$ cat src/rtl/core/keypad_code_lock_defines.svh
// Assertion macros for the keypad code lock.
// Used by the top level only; relies on clk and rst in the including scope.
`ifndef KEYPAD_CODE_LOCK_DEFINES_SVH
`define KEYPAD_CODE_LOCK_DEFINES_SVH

// same-cycle implication
`define KCL_ASSERT_IMPL(label, ante, cons, msg) \
  label: assert property (@(posedge clk) disable iff (rst) (ante) |-> (cons)) \
    else $error(msg);

// next-cycle implication
`define KCL_ASSERT_NEXT(label, ante, cons, msg) \
  label: assert property (@(posedge clk) disable iff (rst) (ante) |=> (cons)) \
    else $error(msg);

`endif

$ cat src/rtl/core/kcl_pkg.sv
// Shared constants and types for the keypad code lock.
// No dependencies; imported by kcl_cell and keypad_code_lock.
package kcl_pkg;

  localparam int KCL_MAX_SYMBOLS = 16;
  localparam int LEN_W = 5;
  localparam int SYM_W = 4;
  localparam int CODE_W = 64;

  localparam logic [7:0] SYM_LOW = 8'h2A;
  localparam logic [7:0] SYM_HIGH = 8'h39;
  localparam logic [7:0] CH_SUBMIT = 8'h3D;
  localparam logic [7:0] CH_CLEAR = 8'h7A;

  localparam logic [2:0] EV_IGNORED = 3'd0;
  localparam logic [2:0] EV_SYMBOL = 3'd1;
  localparam logic [2:0] EV_CLEARED = 3'd2;
  localparam logic [2:0] EV_WRONG = 3'd3;
  localparam logic [2:0] EV_OPENED = 3'd4;

  localparam logic [1:0] REG_CODE_SYMBOLS = 2'd0;
  localparam logic [1:0] REG_CODE_LENGTH = 2'd1;
  localparam logic [1:0] REG_FAILURE_LIMIT = 2'd2;

  localparam logic [CODE_W-1:0] CODE_RESET = 64'h987;
  localparam logic [LEN_W-1:0] CODE_LENGTH_RESET = 5'd3;
  localparam logic [3:0] FAILURE_LIMIT_RESET = 4'd3;
  localparam logic [3:0] FAIL_SAT = 4'hF;

  typedef struct packed {
    logic wr_en;
    logic [SYM_W-1:0] wr_sym;
    logic [LEN_W-1:0] len;
  } cell_ctrl_t;

endpackage

$ cat src/rtl/core/kcl_cell.sv
// One entry slot of the keypad code lock: stores a symbol and extends the match chain.
// Depends on kcl_pkg.
module kcl_cell import kcl_pkg::*; #(
  parameter int IDX = 0
) (
  input  logic             clk,
  input  cell_ctrl_t       ctrl,
  input  logic [SYM_W-1:0] code_nib,
  input  logic             match_in,
  output logic             match_out
);

  localparam logic [LEN_W-1:0] SLOT = LEN_W'(IDX);

  logic [SYM_W-1:0] sym;

  always_ff @(posedge clk) begin
    if (ctrl.wr_en && ctrl.len == SLOT) begin
      sym <= ctrl.wr_sym;
    end
  end

  // slots at or beyond the entry length do not take part
  assign match_out = match_in && (ctrl.len <= SLOT || sym == code_nib);

endmodule

$ cat src/rtl/core/keypad_code_lock.sv
// Keypad code lock top level: byte decode, lock state, row of entry cells, output register.
// The result is registered and becomes valid on m_axis in the cycle after the input transfer.
// Throughput: one byte per cycle while m_axis is not stalled; the compare is a chain through all entry cells.
// Reset (rst, synchronous, active high) clears lock state, output valid and the
// configuration registers to their defaults; entry slots are not cleared.
// Depends on kcl_pkg, kcl_cell and keypad_code_lock_defines.svh.
`include "keypad_code_lock_defines.svh"

module keypad_code_lock import kcl_pkg::*; #(
  parameter int MAX_SYMBOLS = KCL_MAX_SYMBOLS
) (
  input  logic              clk,
  input  logic              rst,
  input  logic              s_axis_tvalid,
  output logic              s_axis_tready,
  input  logic [7:0]        s_axis_tdata,  // [7:0] rx_byte
  output logic              m_axis_tvalid,
  input  logic              m_axis_tready,
  output logic [15:0]       m_axis_tdata,  // [2:0] event_res, [3] door_open,
                                           // [4] alarm, [9:5] entry_count
  input  logic              cfg_valid,
  output logic              cfg_ready,
  input  logic [1:0]        cfg_index,
  input  logic [CODE_W-1:0] cfg_data
);

  localparam logic [LEN_W-1:0] LEN_MAX = LEN_W'(MAX_SYMBOLS);
  localparam logic [LEN_W-1:0] LEN_SAT = LEN_W'(MAX_SYMBOLS + 1);

  logic [CODE_W-1:0] code_q;
  logic [LEN_W-1:0]  code_len_q;
  logic [3:0]        limit_q;

  logic [LEN_W-1:0]  len_q, len_next;
  logic [3:0]        fail_q, fail_next, fail_inc;
  logic              alarm_q, alarm_next;
  logic              door_q, door_next;
  logic [2:0]        ev;

  logic              accept;
  logic              is_submit, is_clear, is_sym, match;
  logic [7:0]        sym_off;
  cell_ctrl_t        ctrl;
  logic              chain [0:MAX_SYMBOLS];

  assign cfg_ready = !rst;

  always_ff @(posedge clk) begin
    if (rst) begin
      code_q <= CODE_RESET;
      code_len_q <= CODE_LENGTH_RESET;
      limit_q <= FAILURE_LIMIT_RESET;
    end else if (cfg_valid && cfg_ready) begin
      case (cfg_index)
        REG_CODE_SYMBOLS:  code_q <= cfg_data;
        REG_CODE_LENGTH:   code_len_q <= cfg_data[LEN_W-1:0];
        REG_FAILURE_LIMIT: limit_q <= cfg_data[3:0];
        default: ;
      endcase
    end
  end

  assign s_axis_tready = !rst && (!m_axis_tvalid || m_axis_tready);
  assign accept = s_axis_tvalid && s_axis_tready;

  assign is_submit = s_axis_tdata == CH_SUBMIT;
  assign is_clear = s_axis_tdata == CH_CLEAR;
  assign is_sym = s_axis_tdata >= SYM_LOW && s_axis_tdata <= SYM_HIGH;
  assign sym_off = s_axis_tdata - SYM_LOW;

  assign ctrl.wr_en = accept && !door_q && is_sym && len_q < LEN_MAX;
  assign ctrl.wr_sym = sym_off[SYM_W-1:0];
  assign ctrl.len = len_q;

  assign chain[0] = 1'b1;

  for (genvar i = 0; i < MAX_SYMBOLS; i++) begin : g_cell
    kcl_cell #(.IDX(i)) u_cell (
      .clk       (clk),
      .ctrl      (ctrl),
      .code_nib  (code_q[SYM_W*i +: SYM_W]),
      .match_in  (chain[i]),
      .match_out (chain[i+1])
    );
  end

  assign match = chain[MAX_SYMBOLS] && len_q == code_len_q && len_q <= LEN_MAX;
  assign fail_inc = (fail_q == FAIL_SAT) ? FAIL_SAT : fail_q + 4'd1;

  always_comb begin
    len_next = len_q;
    fail_next = fail_q;
    alarm_next = alarm_q;
    door_next = door_q;
    ev = EV_IGNORED;
    if (!door_q) begin
      if (is_submit) begin
        if (match) begin
          door_next = 1'b1;
          alarm_next = 1'b0;
          ev = EV_OPENED;
        end else begin
          fail_next = fail_inc;
          if (fail_inc >= limit_q) begin
            alarm_next = 1'b1;
          end
          len_next = '0;
          ev = EV_WRONG;
        end
      end else if (is_clear) begin
        len_next = '0;
        ev = EV_CLEARED;
      end else if (is_sym) begin
        len_next = (len_q < LEN_MAX) ? len_q + LEN_W'(1) : LEN_SAT;
        ev = EV_SYMBOL;
      end
    end
  end

  always_ff @(posedge clk) begin
    if (rst) begin
      len_q <= '0;
      fail_q <= '0;
      alarm_q <= 1'b0;
      door_q <= 1'b0;
    end else if (accept) begin
      len_q <= len_next;
      fail_q <= fail_next;
      alarm_q <= alarm_next;
      door_q <= door_next;
    end
  end

  always_ff @(posedge clk) begin
    if (rst) begin
      m_axis_tvalid <= 1'b0;
    end else if (accept) begin
      m_axis_tvalid <= 1'b1;
    end else if (m_axis_tready) begin
      m_axis_tvalid <= 1'b0;
    end
  end

  always_ff @(posedge clk) begin
    if (accept) begin
      m_axis_tdata <= {6'd0, len_next, alarm_next, door_next, ev};
    end
  end

  `KCL_ASSERT_NEXT(a_door_sticks, door_q, door_q, "door closed again after opening")
  `KCL_ASSERT_NEXT(a_open_freezes_entry, door_q, $stable(len_q), "entry changed while open")
  `KCL_ASSERT_IMPL(a_len_bound, 1'b1, len_q <= LEN_SAT, "entry length beyond saturation")
  `KCL_ASSERT_IMPL(a_no_alarm_when_open, m_axis_tvalid && m_axis_tdata[3],
                   !m_axis_tdata[4], "alarm shown with door open")

endmodule
$ cat config.mk
export PLATFORM = sky130hd
export DESIGN_NAME = keypad_code_lock
export DESIGN_NICKNAME = d
export VERILOG_FILES = /design/src/rtl/core/kcl_pkg.sv /design/src/rtl/core/kcl_cell.sv /design/src/rtl/core/keypad_code_lock.sv
export VERILOG_INCLUDE_DIRS = /design/src /design/src/rtl/core
export SDC_FILE = /design/constraint.sdc
export NUM_CORES = 1
export LEC_CHECK = 0
export ABC_CLOCK_PERIOD_IN_PS = 6100
export BUFFER_PORTS_ARGS = -buffer_cell sky130_fd_sc_hd__buf_2
export CORE_MARGIN = 2
export CORE_UTILIZATION = 35
export DETAILED_ROUTE_END_ITERATION = 12
export GPL_TIMING_DRIVEN = 0
export SKIP_CTS_REPAIR_TIMING = 1
export SLEW_MARGIN = 15
export SYNTH_ARGS = -nofsm -noshare
export SYNTH_HDL_FRONTEND = slang
export SYNTH_SLANG_ARGS = --single-unit
$ cat constraint.sdc
create_clock -name clk -period 6.1 [get_ports clk]
set_input_delay 1.83 -clock clk [delete_from_list [all_inputs] [get_ports clk]]
set_output_delay 1.83 -clock clk [all_outputs]
set_load 0.01 [all_outputs]
# Word level (Yosys, flattened, before mapping)
# Cells that the tools add are included.
classes:
  n_addsub: 3
  bitwise: 2
  eq_ne: 37
  n_mux: 20
  order_cmp: 21
  n_reduce_logical: 67
op_table:
  columns: ["operator", "count"]
  rows:
  - ["equality test 4 bit", 16]
  - ["equality test 5 x 4 -> 1 bit, second input constant", 8]
  - ["<= comparator 5 x 4 -> 1 bit, second input constant", 8]
  - ["logical AND 1 bit", 40]
  - ["two-way mux 5 bit", 6]
  - ["equality test 5 x 3 -> 1 bit, second input constant", 4]
  - ["<= comparator 5 x 3 -> 1 bit, second input constant", 4]
  - ["logical OR 1 bit", 17]
  - ["equality test 5 x 2 -> 1 bit, second input constant", 2]
  - ["<= comparator 5 x 1 -> 1 bit, second input constant", 2]
  - ["<= comparator 5 x 2 -> 1 bit, second input constant", 2]
  - ["two-way mux 1 bit", 10]
  - ["equality test 8 x 6 -> 1 bit, second input constant", 1]
  - ["equality test 8 x 7 -> 1 bit, second input constant", 1]
  - [">= comparator 8 x 6 -> 1 bit, second input constant", 1]
  - ["<= comparator 8 x 6 -> 1 bit, second input constant", 1]
  - ["two-way mux 3 bit", 2]
  - ["AND reduction 2 bit", 3]
  - ["adder 5 x 1 -> 5 bit, second input constant", 1]
  - ["equality test 5 x 1 -> 1 bit, second input constant", 1]
  - ["equality test 5 bit", 1]
  - ["<= comparator 5 bit, second input constant", 1]
  - ["zero test 5 bit", 1]
  - ["less-than comparator 5 bit, second input constant", 1]
  - ["13 further kinds", 16]
totals:
  register_bits: 159
  in_bits: 79
  wordCells: 176
  out_inout_bits: 19

# Longest topological paths before layout
# Gate-level depths: netlist (run 1).
logic_depth:
  word_depth: 22
  mapped_depth: 11
  ltp_nobuf: 11

# By module
# A second synthesis (run 1) with hierarchy kept.
unflattened:
  hier_cells: 678
  hier_area_um2: 7025.5
by_module_without_submodules:
  columns: ["module", "cells_per_inst", "area_each_um2", "instances", "seq_area_each_um2"]
  rows:
  - ["keypad_code_lock", 466, 3978.8, 1, 2001.9]
  - ["kcl_cell at g_cell[13].u_cell ...", 13, 191.4, 3, 120.1]
  - ["kcl_cell at g_cell[2].u_cell ...", 14, 197.7, 2, 120.1]
  - ["kcl_cell at g_cell[12].u_cell ...", 14, 193.9, 2, 120.1]
  - ["kcl_cell at g_cell[11].u_cell ...", 13, 190.2, 2, 120.1]
  - ["kcl_cell at g_cell[15].u_cell ...", 12, 182.7, 2, 120.1]
  - ["kcl_cell at g_cell[10].u_cell", 14, 200.2, 1, 120.1]
  - ["kcl_cell at g_cell[4].u_cell", 15, 191.4, 1, 120.1]
  - ["kcl_cell at g_cell[0].u_cell", 13, 186.4, 1, 120.1]
  - ["kcl_cell at g_cell[7].u_cell", 13, 183.9, 1, 120.1]
  - ["kcl_cell at g_cell[1].u_cell", 12, 181.4, 1, 120.1]

# Worst setup path after synthesis (run 1)
# OpenSTA, ideal clock, no wires.
synth_timing:
  kind: "input to output"
  startpoint: "in rst"
  endpoint: "out s_axis_tready"
  slack_ps: 1544
  n_path_buf: 3
  t_required_ps: 4270
  t_arrival_ps: 2726
  cell_stages: 4
  path_cell_list: "clkbuf_1 -> clkbuf_1 -> clkbuf_1 -> nor2_1"
synth_between:
  elab_chain_len: 2
synth_rtl:
  columns: ["element", "line_no", "source"]
  rows:
  - ["start, declared", "keypad_code_lock.sv:13", "input logic rst,"]
  - ["zero test 1 bit", "keypad_code_lock.sv:63", "assign s_axis_tready = !rst && (!m_axis_tvalid || m_axis_tready);"]
  - ["logical AND 1 bit", "keypad_code_lock.sv:63", null]
  - ["end, declared", "keypad_code_lock.sv:15", "output logic s_axis_tready,"]
# Every way passes these cells.

# Worst setup path after layout (run 1)
# Ends and elaborated chain as after synthesis.

==> summary.md, run 1 <==
| Metric | Value |
|---|---|
| Status | finished, final reports clean |
| Hold Fails Final Rpt | 0 |
| Synthesized area | 0.00704 mm2 |
| Number of global-route vias before repair | 5158 |
| Most area-consuming cells after synthesis | edfxtp_1, dfxtp_1, nand2_1 |
| R2r endpoint | g_cell[0].u_cell.sym[2] |
| CP Capture Type | output port |
| Tmin final | roughly 5.2 ns |
| Worst path cell trace | clkbuf_1 -> clkbuf_1 -> clkbuf_1 -> nor2_1 -> buf_2 |
| Synth cell count leaders | nand2_1, dfxtp_1, a21oi_1, edfxtp_1, xnor2_1 |
| Crit path kind | input port to output port |
| WP data required | 4.27 ns |
| Via-to-Cell Ratio | 4.83 |
| Drt first pass iters | 5 |
| Reg2reg start | m_axis_tvalid |
| Relative slew margins | 29.7% |
| FF+latch count, synth | roughly 160 |
| Setup Viol. Count Final | 0 |
| First-pass GRT wire length | ~27000 um |
| Setup tns final | 0 ns |
| Worst reg-to-reg setup slack | 3.15 ns |
| CTS tree | done |
| Number of synthesized flops with an enable pin | 74 |
| Core area | between 0.015 and 0.02 mm2 |
| VDD IR-drop max | 0.162 mV |
| Port Buffers | 90 |
| Cell Pwr Density | 267 mW/mm2 |
| Area grow syn2layout | 19.5% |
| Clock Tree Buf Depth | 2 |
| Crit path launch | rst |
| Post-route ant nets | 0 |
| Syn_area_per_cell | 10.1 um2 |
| Full die area | around 0.021 mm2 |
| Clock root buffer | clkbuf_16 |
| CP Max Fanout | 10 |
| CP most frequent cell | clkbuf_1 |
| Max Slew Vio Count | 0 |
| Avg WL per Cell | 15.8 um |
| Die Span Y | roughly 150 um |
| Synth async-reset ratio | 0% |
| Cells after Synth | between 600 and 700 |
| Die width | 146 um |
| CTS sink cnt | 159 |
| Slowest cell on crit path | clkbuf_1 |
| CP max stage delay | 0.56 ns |
| # IOs | 98 |
| Least-Margin Pin Slew | 1.05 ns |
| CTS Buf Count | 17 |
| Antenna violations before repair | 0 |
| # diodes | 0 |
| Post-synth top area cell | edfxtp_1 |
| H-Tree Depth | 4 |
| Max-cap violations | 0 |
| Routability Congestion | 0.910 |
| Distinct cells, synth | 60 |
| Depth of the most critical reg-to-reg path | 7 |
| Place WS | 0.857 ns |
| Total leakage power | 3.03 nW |
| CP Launch Type | input port |
| Ratio of cells with drive above 1 in the final layout | 17.9% |
| Hold WC Path Type | register to register |
| First DRT Iteration DRCs | approximately 320 |
| PnR worst setup slack | 0.885 ns |
| CP top delay family | buffers and inverters |
| FMAX | ~190 MHz |
| # rows | 51 |
| Starting Density | a little over a third |
| Critical path arrival | 3.39 ns |
| Placed wire-length estimate | 12500 um |
| CP Buf/Inv Count | 4 |
| Main synth FF type | dfxtp_1 |
| RSZ-0062 raised after global routing | false |
| Routed WL | 17200 um |
| Sequential fraction of the synthesis area | between 50% and 60% |
| Crit path depth | 5 |
| Reg clk slew, reported paths | 0.06 ns |
| GRT Overall Usage | 16.6% |
| Final worst path period share | 85.5% |
| Clk_skew | 0.00815 ns |
| Total grt overflow | 0 |
| Clk_lat worst skew | 0.42 ns |
| Yosys warns | 0 |
| # nets final | 902 |
| Via count | 5273 |
| DRC violations left | 0 |
| Count leader, synth | nand2_1 |
| Crit path to | s_axis_tready |
| Largest net degree at the start of global routing | 18 |
| Top-area cell type share of the netlist area | around a third |
[layout make-up]
class	instances	area [um2]
clock inverters	9	60.1
repair buffers	91	462
inverters	14	52.6
fillers	1912	11200
multi-input cells	488	2870
plain buffers	43	219
flip-flops and latches	159	3920
clock buffers	23	490
well taps	265	332
[routing by layer]
layer | up-vias | GRT usage (%) | wire length, um
li1 | 2638 | - | -
met1 | 2497 | 21.9 | 7910
met2 | 121 | 27.3 | 8260
met3 | 17 | 3.86 | 826
met4 | 0 | 4.66 | 214
met5 | - | 0 | 0
[where the power goes]
group,switching (mW),internal [mW]
Combinational,0.0751,0.0477
Sequential,0.00905,1.13
Clock,0.417,0.567
Total,0.501,1.75
[placed cells by master (no fill, tap or decap), drive strengths merged, types with 3 or more instances in the layout]
cell and instances:
dfxtp 85, nor3 5, clkinv 7, inv 14
o21ai 16, a311oi 5, clkbuf 51, and2 7
nor2 43, a31oi 4, xnor2 52, nor2b 5
buf 106, nor4 8, xor2 17, mux2i 9
and3 5, mux2 3, o22ai 3, edfxtp 74
a21oi 76, ha 9, nand4 12, nand3 14
nand2b 5, conb 6, nand2 151, a41oi 4
[state kept, by name, summed over array words and instances (netlist names)]
signal	count
m_axis_tdata	10
limit_q	4
code_len_q	5
m_axis_tvalid	1
g_cell.u_cell.sym	64
fail_q	4
code_q	64
door_q	1
len_q	5
alarm_q	1
[logic make-up after synthesis]
family | count (synthesis) | synth area share, %
simple gates | 271 | 18.2
flops | 159 | 55.7
compound gates | 121 | 10.2
xor+xnor | 69 | 8.58
buf+inv | 57 | 3.86
mux | 12 | 1.76
fa+ha+maj | 9 | 1.60
other cells | 1 | 0.0533
[how the worst min path moves through the flow]
stage	start	endpoint	slack, ns	depth (start not counted)
floorplan	code_q[12]	code_q[12]	0.45	2
global placement	code_q[16]	code_q[16]	0.46	2
detailed placement	code_q[62]	code_q[62]	0.46	2
CTS	code_q[33]	code_q[33]	0.47	2
global route	code_q[10]	code_q[10]	0.49	2
finish	code_q[23]	code_q[23]	0.47	2
[metrics by stage]
step	hold slack (ns)	cell area (um2)	util [%]	cells	power [mW]
finish	0.469	8410	42.9	1092	2.25
global route	0.488	8410	42.9	1092	2.33
global placement	0.458	7840	40.0	1059	1.29
floorplan	0.448	7060	-	704	1.22
detailed placement	0.462	7860	40.1	1060	1.29
CTS	0.471	8410	42.9	1092	2.27
[worst register-to-register path, cell delays in order (launching register included)]
cell and delay (ns):
dfxtp_1 0.32, nand2b_1 0.09, nand2_1 0.09, nor2_1 0.76, nand2_1 0.23, nor2_1 0.36, nand2_1 0.14, nor3_1 0.59
Note: power is estimated with default switching activity, not from simulation.
==> run 2: changes to the inputs <==
- ABC_AREA: default -> 1
- CELL_PAD_IN_SITES_DETAIL_PLACEMENT: default -> 0
- CELL_PAD_IN_SITES_GLOBAL_PLACEMENT: default -> 1
- PLACE_DENSITY: default -> 0.76
==> run 2 against run 1 <==
Effect of this change: clock power is 14% higher; final area is 5.0% higher; die area is 4.5% higher; non-clock buffer count is 8 lower.
==> summary.md, run 2 <==
| Metric | Value |
|---|---|
| # nets final | 1099 |
| Post-route ant nets | 0 |
| First DRT Iteration DRCs | roughly 280 |
| Core area | 0.0208 mm2 |
| Number of synthesized flops with an enable pin | 74 |
| Max-cap violations | 0 |
| CTS Buf Count | 17 |
| Largest net degree at the start of global routing | 19 |
| Crit path to | cfg_ready |
| CP Capture Type | output port |
| Internal power | 1.89 mW |
| Total grt overflow | 0 |
| GRT Overall Usage | about 18% |
| Post-DP Area | 0.00820 mm2 |
| Reg2reg start | len_q[1] |
| Combinational power share | 8.1% |
| Synth async-reset ratio | 0% |
| Fill cells | 2170 |
| Port Buffers | 91 |
| Synth Area in Compound Gates | 8.68% |
| HP Start | code_q[16] |
| CP Launch Type | input port |
| Routed WL | 18800 um |
| Setup Viol. Count Final | 0 |
| Main synth FF type | dfxtp_1 |
| Depth of the most critical reg-to-reg path | 15 |
| Critical path arrival | roughly 3.4 ns |
| FF+latch count, synth | 159 |
| Number of global-route vias before repair | 5685 |
| Least-Margin Pin Slew | 1.03 ns |
| Clk_lat worst skew | 0.43 ns |
| DP Cell Count | 1267 |
| CP Buf/Inv Count | 5 |
| Hold Fails Final Rpt | 0 |
| Largest family of logic cells by synthesized area | simple AND/OR/NAND/NOR gates |
| Total leakage power | 3.97 nW |
| H-Tree Depth | 4 |
| Crit path kind | input port to output port |
| VDD IR-drop max | around 0.15 mV |
| Worst reg-to-reg setup slack | between 3 and 4 ns |
| # diodes | 0 |
| Area of the multi-input gates | between 0.002 and 0.003 mm2 |
| Area grow syn2layout | 19.9% |
| Most common cell after layout, fill and taps aside | nand2_1 |
| Post-synthesis mux area share | 0% |
| Hold WC Path Type | register to register |
| Avg WL per Cell | between 10 and 15 um |
| CP max stage delay | about 0.6 ns |
| Cell Pwr Density | 280 mW/mm2 |
| DRC violations left | 0 |
| Biggest regs | code_q (64), g_cell.u_cell.sym (64), m_axis_tdata (10) |
| CTS tree | done |
| Clk_skew | approximately 0.007 ns |
| Sw Share | about a quarter |
| CP Max Fanout | 10 |
| CTS sink cnt | 159 |
| P_sw | 0.584 mW |
| Top-area cell type share of the netlist area | 30.2% |
| Via count | 5982 |
| Starting Density | 35.4% |
| Clock share of power | between 40% and 50% |
| Design Area, Final | 0.00883 mm2 |
| Clock root buffer | clkbuf_16 |
| Antenna violations before repair | 0 |
| First-pass GRT wire length | between 20000 and 30000 um |
| Synth Area in Simple Gates | about a quarter |
| Synth cell count leaders | nand2_1, nor2_1, inv_1, dfxtp_1, edfxtp_1 |
| # rows | 53 |
| Synthesized area | 0.00737 mm2 |
| Clock Tree Buf Depth | 2 |
| Count leader, synth | nand2_1 |
| Sequential fraction of the synthesis area | 53.3% |
| Max Slew Vio Count | 0 |
| Setup tns final | 0 ns |
| Post-Synth XOR/XNOR Area | 4.16% |
| Distinct cells, synth | 37 |
| CP top delay family | buffers and inverters |
| Full die area | 0.0222 mm2 |
| Placed wire-length estimate | 13500 um |
| Most area-consuming cells after synthesis | edfxtp_1, dfxtp_1, nand2_1 |
| Drt first pass iters | 5 |
| Syn_area_per_cell | 8.23 um2 |
| RSZ-0062 raised after global routing | false |
| WP data required | 4.27 ns |
| Yosys warns | 0 |
| Die Span Y | 149 um |
| Worst path cell trace | buf_2 -> inv_1 -> clkbuf_1 -> clkbuf_1 -> buf_2 |
| Reg clk slew, reported paths | 0.06 ns |
| Routability Congestion | approximately 0.9 |
| R2r endpoint | m_axis_tdata[4] |
| Relative slew margins | 30.8% |
| Most frequent cells in the layout | nand2_1, nor2_1, inv_1 |
| Reg area | 0.00392 mm2 |
| Tmin final | between 5 and 6 ns |
| Ratio of cells with drive above 1 in the final layout | 17.1% |
| Reg power frac | 46.8% |
| Crit path depth | 5 |
| Crit path launch | rst |
| FMAX | 192 MHz |
| Status | finished, final reports clean |
| Via-to-Cell Ratio | ~4.6 |
| Final worst path period share | 85.4% |
| Fin util | 42.4% |
| Die width | roughly 150 um |
| Adder-Cell Fraction of Synth Area | 1.53% |
| # IOs | 98 |
| Post-synth top area cell | edfxtp_1 |
| Finished Layout Cells | 1299 |
| Slowest cell on crit path | clkbuf_1 |
| Cells after Synth | 895 |
[run 2: changes by cell type in the layout (fill, tap and decap cells not counted), sizes merged, moves of 7 or more]
cell,before,now
nor2,43,173
inv,14,108
o21ai,16,78
a21oi,76,31
nand2,151,196
xnor2,52,9
nand3,14,35
mux2i,9,0
xor2,17,26
and2,7,0
clkbuf,51,44
[run 2: logic make-up (layout without fill, tap and decap cells)]
family | count (synthesis) | in the layout
AOI/OAI and AO/OA | 121 | 121
xor gates and xnor gates | 35 | 35
adders and majority gates | 9 | 9
buffers and inverters | 143 | 267
DFF | 159 | 159
other | 1 | 6
and+or+nand+nor | 427 | 427
[run 2: how the worst min path moves through the flow]
| stage | end | slack [ns] | cells past startpoint |
|---|---|---|---|
| 2_1_floorplan | limit_q[2] | 0.44 | 2 |
| 3_3_place_gp | limit_q[3] | 0.45 | 2 |
| 3_5_place_dp | limit_q[2] | 0.45 | 2 |
| 4_1_cts | code_q[58] | 0.47 | 2 |
| 5_1_grt | code_q[19] | 0.49 | 2 |
| 6_report | code_q[16] | 0.47 | 2 |
[run 2: routing by layer]
layer	track usage [%]	routed length [um]	up-vias
li1	-	-	3074
met1	21.9	8410	2767
met2	30.0	9270	120
met3	3.82	845	21
met4	6.29	290	0
met5	0	0	-
[run 2: power by group through the flow]
stage	Combinational (mW)	Sequential [mW]	Clock, mW
3_5_place_dp	0.201	1.18	0
5_1_grt	0.225	1.16	1.18
4_1_cts	0.202	1.16	1.13
2_1_floorplan	0.117	1.18	0
3_3_place_gp	0.197	1.18	0
6_report	0.200	1.16	1.12
[run 2: final cells by class]
cell class,instances,share of cell area (%)
flip-flops and latches,159,44.4
multi-input cells,598,32.6
clock buffers,22,5.72
repair buffers,92,5.28
inverters,109,4.66
well taps,275,3.90
plain buffers,34,2.04
clock inverters,10,1.40
[run 2: metrics by stage]
stage / hold slack [ns] / worst slack [ns] / power (mW)
2_1_floorplan: 0.435 / 1.80 / 1.30
3_3_place_gp: 0.454 / 0.812 / 1.38
3_5_place_dp: 0.455 / 0.810 / 1.38
4_1_cts: 0.474 / 0.807 / 2.49
5_1_grt: 0.493 / 0.742 / 2.57
6_report: 0.471 / 0.891 / 2.47
[run 2: tightest hold or removal path, cell delays in order (launching register included)]
cell	delay, ns
dfxtp_1	0.31
inv_1	0.06
a21oi_1	0.06
